--- config.mk ---
export PLATFORM = sky130hd
export DESIGN_NAME = query_keyword_tokenizer_flat
export DESIGN_NICKNAME = d
export VERILOG_FILES = /design/src/rtl/qkt_pkg.sv /design/src/rtl/qkt_in_if.sv /design/src/rtl/qkt_out_if.sv /design/src/rtl/query_keyword_tokenizer.sv /design/src/rtl/qkt_lexer.sv /design/src/rtl/qkt_result_buf.sv /design/src/flat_wrapper.sv
export VERILOG_INCLUDE_DIRS = /design/src /design/src/rtl
export SDC_FILE = /design/constraint.sdc
export NUM_CORES = 1
export LEC_CHECK = 0
export ABC_AREA = 1
export BUFFER_PORTS_ARGS = -buffer_cell sky130_fd_sc_hd__buf_2
export CELL_PAD_IN_SITES_DETAIL_PLACEMENT = 0
export CELL_PAD_IN_SITES_GLOBAL_PLACEMENT = 1
export CORE_UTILIZATION = 37
export CTS_CLUSTER_DIAMETER = 150
export DETAILED_ROUTE_END_ITERATION = 8
export PLACE_DENSITY_LB_ADDON = 0.1
export SLEW_MARGIN = 10
export SYNTH_ARGS = -nofsm -noshare
export SYNTH_HDL_FRONTEND = slang
export SYNTH_SLANG_ARGS = --single-unit
--- constraint.sdc ---
create_clock -name clk -period 2.67 [get_ports clk]
set_input_delay 0.4005 -clock clk [delete_from_list [all_inputs] [get_ports clk]]
set_output_delay 0.4005 -clock clk [all_outputs]
set_load 0.005 [all_outputs]
--- src/rtl/query_keyword_tokenizer_defines.svh ---
// Assertion macros shared by the tokenizer modules.
// Each expects clk and rst in scope.
`ifndef QUERY_KEYWORD_TOKENIZER_DEFINES_SVH
`define QUERY_KEYWORD_TOKENIZER_DEFINES_SVH

// Same-cycle implication.
`define QKT_ASSERT_IMP(lbl, ante, cons) \
  lbl: assert property (@(posedge clk) disable iff (rst) (ante) |-> (cons)) \
    else $error("tokenizer assertion failed");

// Next-cycle implication.
`define QKT_ASSERT_NXT(lbl, ante, cons) \
  lbl: assert property (@(posedge clk) disable iff (rst) (ante) |=> (cons)) \
    else $error("tokenizer assertion failed");

`endif

--- src/rtl/qkt_pkg.sv ---
package qkt_pkg;

  localparam int NumKw = 11;

  // Token type codes
  localparam logic [4:0] TokLbrack  = 5'd0;
  localparam logic [4:0] TokRbrack  = 5'd1;
  localparam logic [4:0] TokLbrace  = 5'd2;
  localparam logic [4:0] TokRbrace  = 5'd3;
  localparam logic [4:0] TokColon   = 5'd4;
  localparam logic [4:0] TokComma   = 5'd5;
  localparam logic [4:0] TokString  = 5'd6;
  localparam logic [4:0] TokNumber  = 5'd7;
  localparam logic [4:0] TokUnknown = 5'd8;
  localparam logic [4:0] TokKw0     = 5'd9;
  localparam logic [4:0] TokEnd     = 5'd20;

  // Result kinds
  localparam logic KindValue = 1'b0;
  localparam logic KindClose = 1'b1;

  // Input modes
  localparam logic ModeByte = 1'b0;
  localparam logic ModeEnd  = 1'b1;

  typedef enum logic [1:0] {
    SCAN_IDLE  = 2'd0,
    SCAN_STR   = 2'd1,
    SCAN_NUM   = 2'd2,
    SCAN_IDENT = 2'd3
  } scan_mode_t;

  typedef struct packed {
    scan_mode_t          mode;
    logic [2:0]          ident_len;
    logic [NumKw-1:0]    kw_match;
  } lex_state_t;

  typedef struct packed {
    logic       kind;
    logic [4:0] ttype;
    logic [7:0] vbyte;
  } result_t;

  // Keyword text, left aligned, zero padded to six characters
  function automatic logic [47:0] kw_word(input logic [3:0] k);
    logic [47:0] w;
    w = '0;
    unique case (k)
      4'd0:  w = "INSERT";
      4'd1:  w = {"GET", 24'h0};
      4'd2:  w = "DELETE";
      4'd3:  w = "CREATE";
      4'd4:  w = "UPDATE";
      4'd5:  w = {"INDEX", 8'h0};
      4'd6:  w = {"ON", 32'h0};
      4'd7:  w = {"SET", 24'h0};
      4'd8:  w = {"WHERE", 8'h0};
      4'd9:  w = {"INTO", 16'h0};
      4'd10: w = {"FROM", 16'h0};
      default: w = '0;
    endcase
    return w;
  endfunction

  function automatic logic [2:0] kw_len(input logic [3:0] k);
    logic [2:0] n;
    n = '0;
    unique case (k)
      4'd0, 4'd2, 4'd3, 4'd4: n = 3'd6;
      4'd1, 4'd7:             n = 3'd3;
      4'd5, 4'd8:             n = 3'd5;
      4'd6:                   n = 3'd2;
      4'd9, 4'd10:            n = 3'd4;
      default:                n = 3'd0;
    endcase
    return n;
  endfunction

  // Character of keyword k at position pos
  function automatic logic [7:0] kw_char(input logic [3:0] k, input logic [2:0] pos);
    logic [47:0] sh;
    sh = kw_word(k) << {pos, 3'b000};
    return sh[47:40];
  endfunction

endpackage

--- src/rtl/qkt_in_if.sv ---
interface qkt_in_if;
  logic       valid;
  logic       ready;
  logic       mode;
  logic [7:0] data_byte;

  modport source (output valid, output mode, output data_byte, input ready);
  modport sink   (input valid, input mode, input data_byte, output ready);
endinterface

--- src/rtl/qkt_out_if.sv ---
interface qkt_out_if;
  logic       valid;
  logic       ready;
  logic       result_kind;
  logic [4:0] token_type;
  logic [7:0] value_byte;
  logic       last_of_run;

  modport source (output valid, output result_kind, output token_type,
                  output value_byte, output last_of_run, input ready);
  modport sink   (input valid, input result_kind, input token_type,
                  input value_byte, input last_of_run, output ready);
endinterface

--- src/rtl/query_keyword_tokenizer.sv ---
// Byte-serial query tokenizer. Each input beat carries one text byte or an
// end-of-input mark and yields zero to three result beats: value bytes of the
// current token followed by a close beat with its type, last_of_run marking
// the final beat of each input. The byte passes an input register, is lexed
// combinationally against the scan state, and its results are loaded into a
// three-entry result queue that drains one beat per cycle while the output is
// ready. The queue's single output port sets the rate: it takes another input
// only once empty or as its last beat drains, so plain token text runs at one
// byte per cycle while the output is ready, and a terminator that closes a
// token and opens a punctuation token holds input until its last result drains.
`include "query_keyword_tokenizer_defines.svh"

module query_keyword_tokenizer (
  input logic       clk,
  input logic       rst,
  qkt_in_if.sink    item,
  qkt_out_if.source result
);

  logic                s1_valid;
  logic                s1_mode;
  logic [7:0]          s1_byte;
  logic                load;
  logic                can_load;
  qkt_pkg::lex_state_t state;
  qkt_pkg::lex_state_t state_next;
  qkt_pkg::result_t    results [3];
  logic [1:0]          count;

  assign load = s1_valid && can_load;
  assign item.ready = !s1_valid || load;

  // Hold the accepted beat until the result queue can take its run
  always_ff @(posedge clk) begin
    if (rst) begin
      s1_valid <= 1'b0;
    end else if (item.ready) begin
      s1_valid <= item.valid;
    end
  end

  always_ff @(posedge clk) begin
    if (item.valid && item.ready) begin
      s1_mode <= item.mode;
      s1_byte <= item.data_byte;
    end
  end

  // Scan state advances as each run is loaded
  always_ff @(posedge clk) begin
    if (rst) begin
      state.mode <= qkt_pkg::SCAN_IDLE;
      state.ident_len <= '0;
      state.kw_match <= '0;
    end else if (load) begin
      state <= state_next;
    end
  end

  qkt_lexer u_lexer (
    .state      (state),
    .mode       (s1_mode),
    .data_byte  (s1_byte),
    .state_next (state_next),
    .results    (results),
    .count      (count)
  );

  qkt_result_buf u_result_buf (
    .clk      (clk),
    .rst      (rst),
    .load     (load),
    .results  (results),
    .count    (count),
    .can_load (can_load),
    .dst      (result)
  );

  `QKT_ASSERT_NXT(a_end_returns_idle, load && (s1_mode == qkt_pkg::ModeEnd),
                  state.mode == qkt_pkg::SCAN_IDLE)
  `QKT_ASSERT_IMP(a_ident_has_length, state.mode == qkt_pkg::SCAN_IDENT,
                  state.ident_len != 3'd0)
  `QKT_ASSERT_NXT(a_end_emits_result, load && (s1_mode == qkt_pkg::ModeEnd),
                  result.valid)

endmodule

--- src/rtl/qkt_lexer.sv ---
module qkt_lexer (
  input  qkt_pkg::lex_state_t state,
  input  logic                mode,
  input  logic [7:0]          data_byte,
  output qkt_pkg::lex_state_t state_next,
  output qkt_pkg::result_t    results [3],
  output logic [1:0]          count
);

  function automatic logic is_space(input logic [7:0] c);
    return (c == 8'h20) || (c >= 8'h09 && c <= 8'h0D);
  endfunction

  function automatic logic is_digit(input logic [7:0] c);
    return (c >= "0") && (c <= "9");
  endfunction

  function automatic logic is_alpha(input logic [7:0] c);
    return ((c >= "A") && (c <= "Z")) || ((c >= "a") && (c <= "z"));
  endfunction

  function automatic qkt_pkg::result_t mk(input logic kind, input logic [4:0] tt,
                                          input logic [7:0] vb);
    qkt_pkg::result_t r;
    r.kind  = kind;
    r.ttype = tt;
    r.vbyte = vb;
    return r;
  endfunction

  logic [7:0]                 c;
  logic                       ident_ch;
  logic [qkt_pkg::NumKw-1:0]  match_adv;
  logic [2:0]                 len_adv;
  logic [qkt_pkg::NumKw-1:0]  match_fresh;
  logic [4:0]                 ident_type;
  qkt_pkg::result_t           ia0, ia1;
  logic [1:0]                 ic;
  qkt_pkg::lex_state_t        idle_next;
  logic                       pre;
  qkt_pkg::result_t           pre_r;
  qkt_pkg::result_t           t0, t1;
  logic [1:0]                 tn;

  assign c = data_byte;
  assign ident_ch = is_alpha(c) || is_digit(c) || (c == "_");

  // Advance the keyword prefix match by one character
  always_comb begin
    for (int k = 0; k < qkt_pkg::NumKw; k++) begin
      match_adv[k] = state.kw_match[k] && (state.ident_len < qkt_pkg::kw_len(4'(k)))
                     && (qkt_pkg::kw_char(4'(k), state.ident_len) == c);
      match_fresh[k] = (qkt_pkg::kw_char(4'(k), 3'd0) == c);
    end
    len_adv = (state.ident_len == 3'd7) ? 3'd7 : state.ident_len + 3'd1;
  end

  // Pick the first keyword that matches in full
  always_comb begin
    ident_type = qkt_pkg::TokString;
    for (int k = qkt_pkg::NumKw - 1; k >= 0; k--) begin
      if (state.kw_match[k] && (state.ident_len == qkt_pkg::kw_len(4'(k))))
        ident_type = qkt_pkg::TokKw0 + 5'(k);
    end
  end

  // Lex a byte from idle
  always_comb begin
    ia0 = '0;
    ia1 = '0;
    ic = 2'd0;
    idle_next = state;
    idle_next.mode = qkt_pkg::SCAN_IDLE;
    if (is_space(c)) begin
      ic = 2'd0;
    end else if (c == "[" || c == "]" || c == "{" || c == "}" || c == ":" || c == ",") begin
      ia0 = mk(qkt_pkg::KindValue, 5'd0, c);
      ic = 2'd2;
      case (c)
        "[":     ia1 = mk(qkt_pkg::KindClose, qkt_pkg::TokLbrack, 8'd0);
        "]":     ia1 = mk(qkt_pkg::KindClose, qkt_pkg::TokRbrack, 8'd0);
        "{":     ia1 = mk(qkt_pkg::KindClose, qkt_pkg::TokLbrace, 8'd0);
        "}":     ia1 = mk(qkt_pkg::KindClose, qkt_pkg::TokRbrace, 8'd0);
        ":":     ia1 = mk(qkt_pkg::KindClose, qkt_pkg::TokColon, 8'd0);
        default: ia1 = mk(qkt_pkg::KindClose, qkt_pkg::TokComma, 8'd0);
      endcase
    end else if (c == "\"") begin
      idle_next.mode = qkt_pkg::SCAN_STR;
    end else if (is_digit(c)) begin
      ia0 = mk(qkt_pkg::KindValue, 5'd0, c);
      ic = 2'd1;
      idle_next.mode = qkt_pkg::SCAN_NUM;
    end else if (is_alpha(c) || c == "_") begin
      ia0 = mk(qkt_pkg::KindValue, 5'd0, c);
      ic = 2'd1;
      idle_next.mode = qkt_pkg::SCAN_IDENT;
      idle_next.ident_len = 3'd1;
      idle_next.kw_match = match_fresh;
    end else begin
      ia0 = mk(qkt_pkg::KindValue, 5'd0, c);
      ia1 = mk(qkt_pkg::KindClose, qkt_pkg::TokUnknown, 8'd0);
      ic = 2'd2;
    end
  end

  // Select results and next state for the current mode
  always_comb begin
    state_next = state;
    pre = 1'b0;
    pre_r = '0;
    t0 = ia0;
    t1 = ia1;
    tn = ic;
    if (mode == qkt_pkg::ModeEnd) begin
      pre = (state.mode != qkt_pkg::SCAN_IDLE);
      case (state.mode)
        qkt_pkg::SCAN_STR:   pre_r = mk(qkt_pkg::KindClose, qkt_pkg::TokUnknown, 8'd0);
        qkt_pkg::SCAN_NUM:   pre_r = mk(qkt_pkg::KindClose, qkt_pkg::TokNumber, 8'd0);
        default:             pre_r = mk(qkt_pkg::KindClose, ident_type, 8'd0);
      endcase
      t0 = mk(qkt_pkg::KindClose, qkt_pkg::TokEnd, 8'd0);
      t1 = '0;
      tn = 2'd1;
      state_next.mode = qkt_pkg::SCAN_IDLE;
      state_next.ident_len = '0;
      state_next.kw_match = '0;
    end else begin
      unique case (state.mode)
        qkt_pkg::SCAN_STR: begin
          t1 = '0;
          tn = 2'd1;
          if (c == "\"") begin
            t0 = mk(qkt_pkg::KindClose, qkt_pkg::TokString, 8'd0);
            state_next.mode = qkt_pkg::SCAN_IDLE;
          end else begin
            t0 = mk(qkt_pkg::KindValue, 5'd0, c);
          end
        end
        qkt_pkg::SCAN_NUM: begin
          if (is_digit(c)) begin
            t0 = mk(qkt_pkg::KindValue, 5'd0, c);
            t1 = '0;
            tn = 2'd1;
          end else begin
            pre = 1'b1;
            pre_r = mk(qkt_pkg::KindClose, qkt_pkg::TokNumber, 8'd0);
            state_next = idle_next;
          end
        end
        qkt_pkg::SCAN_IDENT: begin
          if (ident_ch) begin
            t0 = mk(qkt_pkg::KindValue, 5'd0, c);
            t1 = '0;
            tn = 2'd1;
            state_next.ident_len = len_adv;
            state_next.kw_match = match_adv;
          end else begin
            pre = 1'b1;
            pre_r = mk(qkt_pkg::KindClose, ident_type, 8'd0);
            state_next = idle_next;
          end
        end
        default: begin
          state_next = idle_next;
        end
      endcase
    end
  end

  // Pack the close of the open token ahead of the rest
  always_comb begin
    if (pre) begin
      results[0] = pre_r;
      results[1] = t0;
      results[2] = t1;
      count = tn + 2'd1;
    end else begin
      results[0] = t0;
      results[1] = t1;
      results[2] = '0;
      count = tn;
    end
  end

endmodule

--- src/rtl/qkt_result_buf.sv ---
`include "query_keyword_tokenizer_defines.svh"

module qkt_result_buf (
  input  logic             clk,
  input  logic             rst,
  input  logic             load,
  input  qkt_pkg::result_t results [3],
  input  logic [1:0]       count,
  output logic             can_load,
  qkt_out_if.source        dst
);

  qkt_pkg::result_t slots [3];
  logic [1:0]       cnt;
  logic             drain;

  assign drain = (cnt != 2'd0) && dst.ready;
  assign can_load = (cnt == 2'd0) || ((cnt == 2'd1) && dst.ready);

  // Count of beats still waiting
  always_ff @(posedge clk) begin
    if (rst) begin
      cnt <= 2'd0;
    end else if (load) begin
      cnt <= count;
    end else if (drain) begin
      cnt <= cnt - 2'd1;
    end
  end

  // Load a new run, or advance the queue by one beat
  always_ff @(posedge clk) begin
    if (load) begin
      slots <= results;
    end else if (drain) begin
      slots[0] <= slots[1];
      slots[1] <= slots[2];
    end
  end

  assign dst.valid       = (cnt != 2'd0);
  assign dst.result_kind = slots[0].kind;
  assign dst.token_type  = slots[0].ttype;
  assign dst.value_byte  = slots[0].vbyte;
  assign dst.last_of_run = (cnt == 2'd1);

  `QKT_ASSERT_IMP(a_load_only_when_free, load, (cnt == 2'd0) || (cnt == 2'd1 && drain))
  `QKT_ASSERT_NXT(a_drain_counts_down, drain && !load, cnt == $past(cnt) - 2'd1)
  `QKT_ASSERT_IMP(a_value_beat_type_zero,
                  dst.valid && (dst.result_kind == qkt_pkg::KindValue),
                  dst.token_type == 5'd0)

endmodule
--- src/flat_wrapper.sv ---
// flat-port wrapper written by rule: the top's interface ports become plain ports
module query_keyword_tokenizer_flat 
  (clk, rst, item_valid, item_mode, item_data_byte, item_ready, result_valid, result_result_kind, result_token_type, result_value_byte, result_last_of_run, result_ready);
  qkt_in_if item_i ();
  qkt_out_if result_i ();
  input logic clk;
  input logic rst;
  input wire logic [$bits(item_i.valid)-1:0] item_valid;
  input wire logic [$bits(item_i.mode)-1:0] item_mode;
  input wire logic [$bits(item_i.data_byte)-1:0] item_data_byte;
  output wire logic [$bits(item_i.ready)-1:0] item_ready;
  output wire logic [$bits(result_i.valid)-1:0] result_valid;
  output wire logic [$bits(result_i.result_kind)-1:0] result_result_kind;
  output wire logic [$bits(result_i.token_type)-1:0] result_token_type;
  output wire logic [$bits(result_i.value_byte)-1:0] result_value_byte;
  output wire logic [$bits(result_i.last_of_run)-1:0] result_last_of_run;
  input wire logic [$bits(result_i.ready)-1:0] result_ready;
  assign item_i.valid = item_valid;
  assign item_i.mode = item_mode;
  assign item_i.data_byte = item_data_byte;
  assign item_ready = item_i.ready;
  assign result_valid = result_i.valid;
  assign result_result_kind = result_i.result_kind;
  assign result_token_type = result_i.token_type;
  assign result_value_byte = result_i.value_byte;
  assign result_last_of_run = result_i.last_of_run;
  assign result_i.ready = result_ready;
  query_keyword_tokenizer u_core (.clk(clk), .rst(rst), .item(item_i), .result(result_i));
endmodule
==> flow_metrics.py <==
metrics = {
    "run_status": {
        "status": "complete, no violations",
    },
    "place": {
        "dp_slack_ps": 186.8,
        "dp_hpwl_um": 11180,
        "io_buffers": 29,
        "gp_congestion": 0.8812,
    },
    "synthesis": {
        "syn_area_per_cell_um2": 7.261,
        "synthCells": 625,
        "ys_async_sr_fraction_pct": 0,
        "synth_top_area_cell": "edfxtp_1",
        "yosys_warnings": 0,
        "synth_cell_type_count": 45,
        "synth_edf_count": 42,
        "ys_ff_latch": 61,
        "synth_top_area_share_pct": 27.79,
        "synthTopCellsByArea": "edfxtp_1 28%, nand2_1 12%, dfxtp_1 8.4%, nor2_1 5.4%, a21oi_1 4.9%",
        "syn-num-nets": 652,
        "synth_area_um2": 4538,
        "synth-main-ff-cell": "edfxtp_1",
        "yosysSeqAreaShare_pct": 36.17,
    },
    "sta": {
        "fin_ws_ps": 246.6,
        "clock_skew_ps": 7.007,
        "period_minus_slack_ps": 2423,
        "fmax_ghz": 0.4126,
        "worst_pin_slew_ps": 557.9,
        "timing.final.hold_violations": 0,
        "maxSlewHeadroom_pct": 62.33,
        "fin_crit_sh_pct": 90.76,
        "setup_viol": 0,
        "drv_slew": 0,
        "hold_slack_ps": 237.9,
        "tns_ps": 0,
        "rsz0062_at_grt": "false",
    },
    "floorplanning": {
        "core_area_um2": 11960,
        "die-area_um2": 12710,
        "start_util_pct": 37.94,
        "fp-row-count": 40,
        "io_pins": 30,
        "fp.dieW_um": 112.8,
        "dieHeight_um": 112.8,
    },
    "power_and_ir_drop": {
        "power_uw": 3889,
        "leakage_uw": 0.002180,
        "ir_drop_mv": 0.2909,
        "power.density_nw_per_um2": 748.1,
    },
    "clock_network": {
        "clkSlewWorstSetupHoldPaths_ps": 50,
        "clock_latency_ps": 340,
        "cts_buffer_depth": 2,
        "clock_sinks": 61,
        "cts_root_buffer": "clkbuf_16",
        "cts_buffers": 9,
        "post_cts_buffers": 0,
        "htree_levels": 3,
        "cts_tree": "yes",
    },
    "worst_setup_path": {
        "r2r_start": "u_core.state[11]$_SDFFE_PP0P_",
        "required_ps": 2940,
        "crit_fanout": 9,
        "cp-end-kind": "register",
        "startpoint_type": "register",
        "crit_arrival_ps": 2700,
        "reg2reg_slack_ps": 250,
        "crit_type": "reg2reg",
        "rr_worst_depth": 11,
        "r2r-end": "u_core.state[5]$_SDFFE_PP0P_",
    },
    "global_route": {
        "grt_max_degree": 32,
        "grt_pass1_wl_um": 22580,
        "grtUsageTotal_pct": 23.61,
        "grt.overflow.total": 0,
        "grt_pass1_vias": 4252,
        "antenna_found_initial": 0,
    },
    "detailed_routing": {
        "first_iter_violations": 211,
        "post_drt_via_cell_ratio": 5.286,
        "post_drt_wl_per_cell_um": 17.23,
        "final_antenna_net_count": 0,
        "drt_drc_violations_left": 0,
        "vias": 4324,
        "detail_route.first_pass.iterations": 5,
        "wl_um": 14090,
    },
    "hold_path": {
        "hold_depth": 1,
        "hold_end": "u_core.s1_byte[4]$_DFFE_PP_",
        "worstHoldStart": "item_data_byte[4]",
        "min_path_type": "in2reg",
    },
    "final_layout": {
        "final_common_cell": "nand2_1",
        "area_growth_pct": 14.56,
        "drive_gt1_share_pct": 16.99,
        "nFillCells": 1278,
        "final_core_util_pct": 43.46,
        "final_cell_mix": "144 x nand2_1, 65 x nor2_1, 53 x inv_1",
        "diodes": 0,
        "fin_nets": 693,
    },
    "run": {
        "drv_cap": 0,
    },
}
## cell usage after synthesis (all sizes together) (4+ instances only)
library cell and number:
nor2 74, a211oi 4, o211ai 11, edfxtp 42, inv 71, a21oi 45, ha 14, o2111ai 5
clkbuf 6, xor2 16, nand4 11, nand2 153, buf 25, clkinv 5, o21ai 54, nand3 38
nor3 10, dfxtp 19
## metrics by stage
step / instance area, um^2 / std cells
finish: 5199 / 818
global route: 5199 / 818
CTS: 5191 / 818
detailed placement: 4908 / 802
global placement: 4908 / 802
floorplan: 4538 / 625
## per-layer routing
metal	up-vias	track usage, %	part of all wire (%)	wire, um
li1	2178	-	-	-
met1	2001	28.07	45	6306
met2	101	40.45	47	6641
met3	44	4.660	3.6	504
met4	0	12.27	4.5	641
met5	-	0	0	0
## critical path, stage by stage (launching register included)
cell and delay [ps]:
dfxtp_1 330, clkinv_1 80, buf_4 180, ha_1 340, nor2_1 210, xor2_1 260
nand2_1 140, nor4_1 360, o21ai_1 120, o21ai_1 150, nand2_1 70, a21oi_1 110
## how the worst max path moves through the flow
stage / startpoint / end / slack [ps] / depth (start not counted)
after CTS: u_core.state[11]$_SDFFE_PP0P_ / u_core.state[9]$_SDFFE_PP0P_ / 170 / 10
after floorplan: u_core.state[11]$_SDFFE_PP0P_ / u_core.state[5]$_SDFFE_PP0P_ / 580 / 10
after global placement: u_core.state[11]$_SDFFE_PP0P_ / u_core.state[9]$_SDFFE_PP0P_ / 200 / 10
after global routing: u_core.state[11]$_SDFFE_PP0P_ / u_core.state[5]$_SDFFE_PP0P_ / 10 / 11
final: u_core.state[11]$_SDFFE_PP0P_ / u_core.state[5]$_SDFFE_PP0P_ / 250 / 11
after detailed placement: u_core.state[11]$_SDFFE_PP0P_ / u_core.state[9]$_SDFFE_PP0P_ / 190 / 10
## what timing repair did
action,CTS,global route
endpoints found under the setup margin,0,1
endpoints found under the hold margin,0,0
hold buffers,0,0
resized for setup,0,1
## registers in the layout (all words and copies together), names as in the netlist
signal                               cells
u_core.u_result_buf.slots               19
u_core.s1_valid                          1
u_core.u_result_buf.dst.token_type       5
u_core.u_result_buf.dst.value_byte       8
u_core.s1_byte                           8
u_core.u_result_buf.dst.result_kind      1
u_core.s1_mode                           1
u_core.u_result_buf.cnt                  2
u_core.state                            16
## cells by family (layout without fill, tap and decap cells)
family	Yosys count	after routing	share of synthesized area, %
compound gates	134	134	17.31
xor+xnor	16	16	3.088
fa+ha+maj	14	14	3.860
buf+inv	107	153	10.67
flops	61	61	36.17
simple gates	293	293	28.89
## where the power goes
part           total (uW)  switching (uW)  internal, uW  leakage [uW]
sequential           1510             109          1400      0.000570
clock                1120             408           709      0.000135
combinational        1260             837           428       0.00147
## cell type report
type | count | area (um^2) | area share, %
multi-input cells | 457 | 2420 | 46.55
repair buffers | 61 | 385.4 | 7.413
clock buffers | 10 | 229.0 | 4.404
clock inverters | 6 | 53.80 | 1.035
flip-flops and latches | 61 | 1642 | 31.58
inverters | 76 | 285.3 | 5.487
well taps | 147 | 183.9 | 3.538
(Power assumes the default switching activity.)
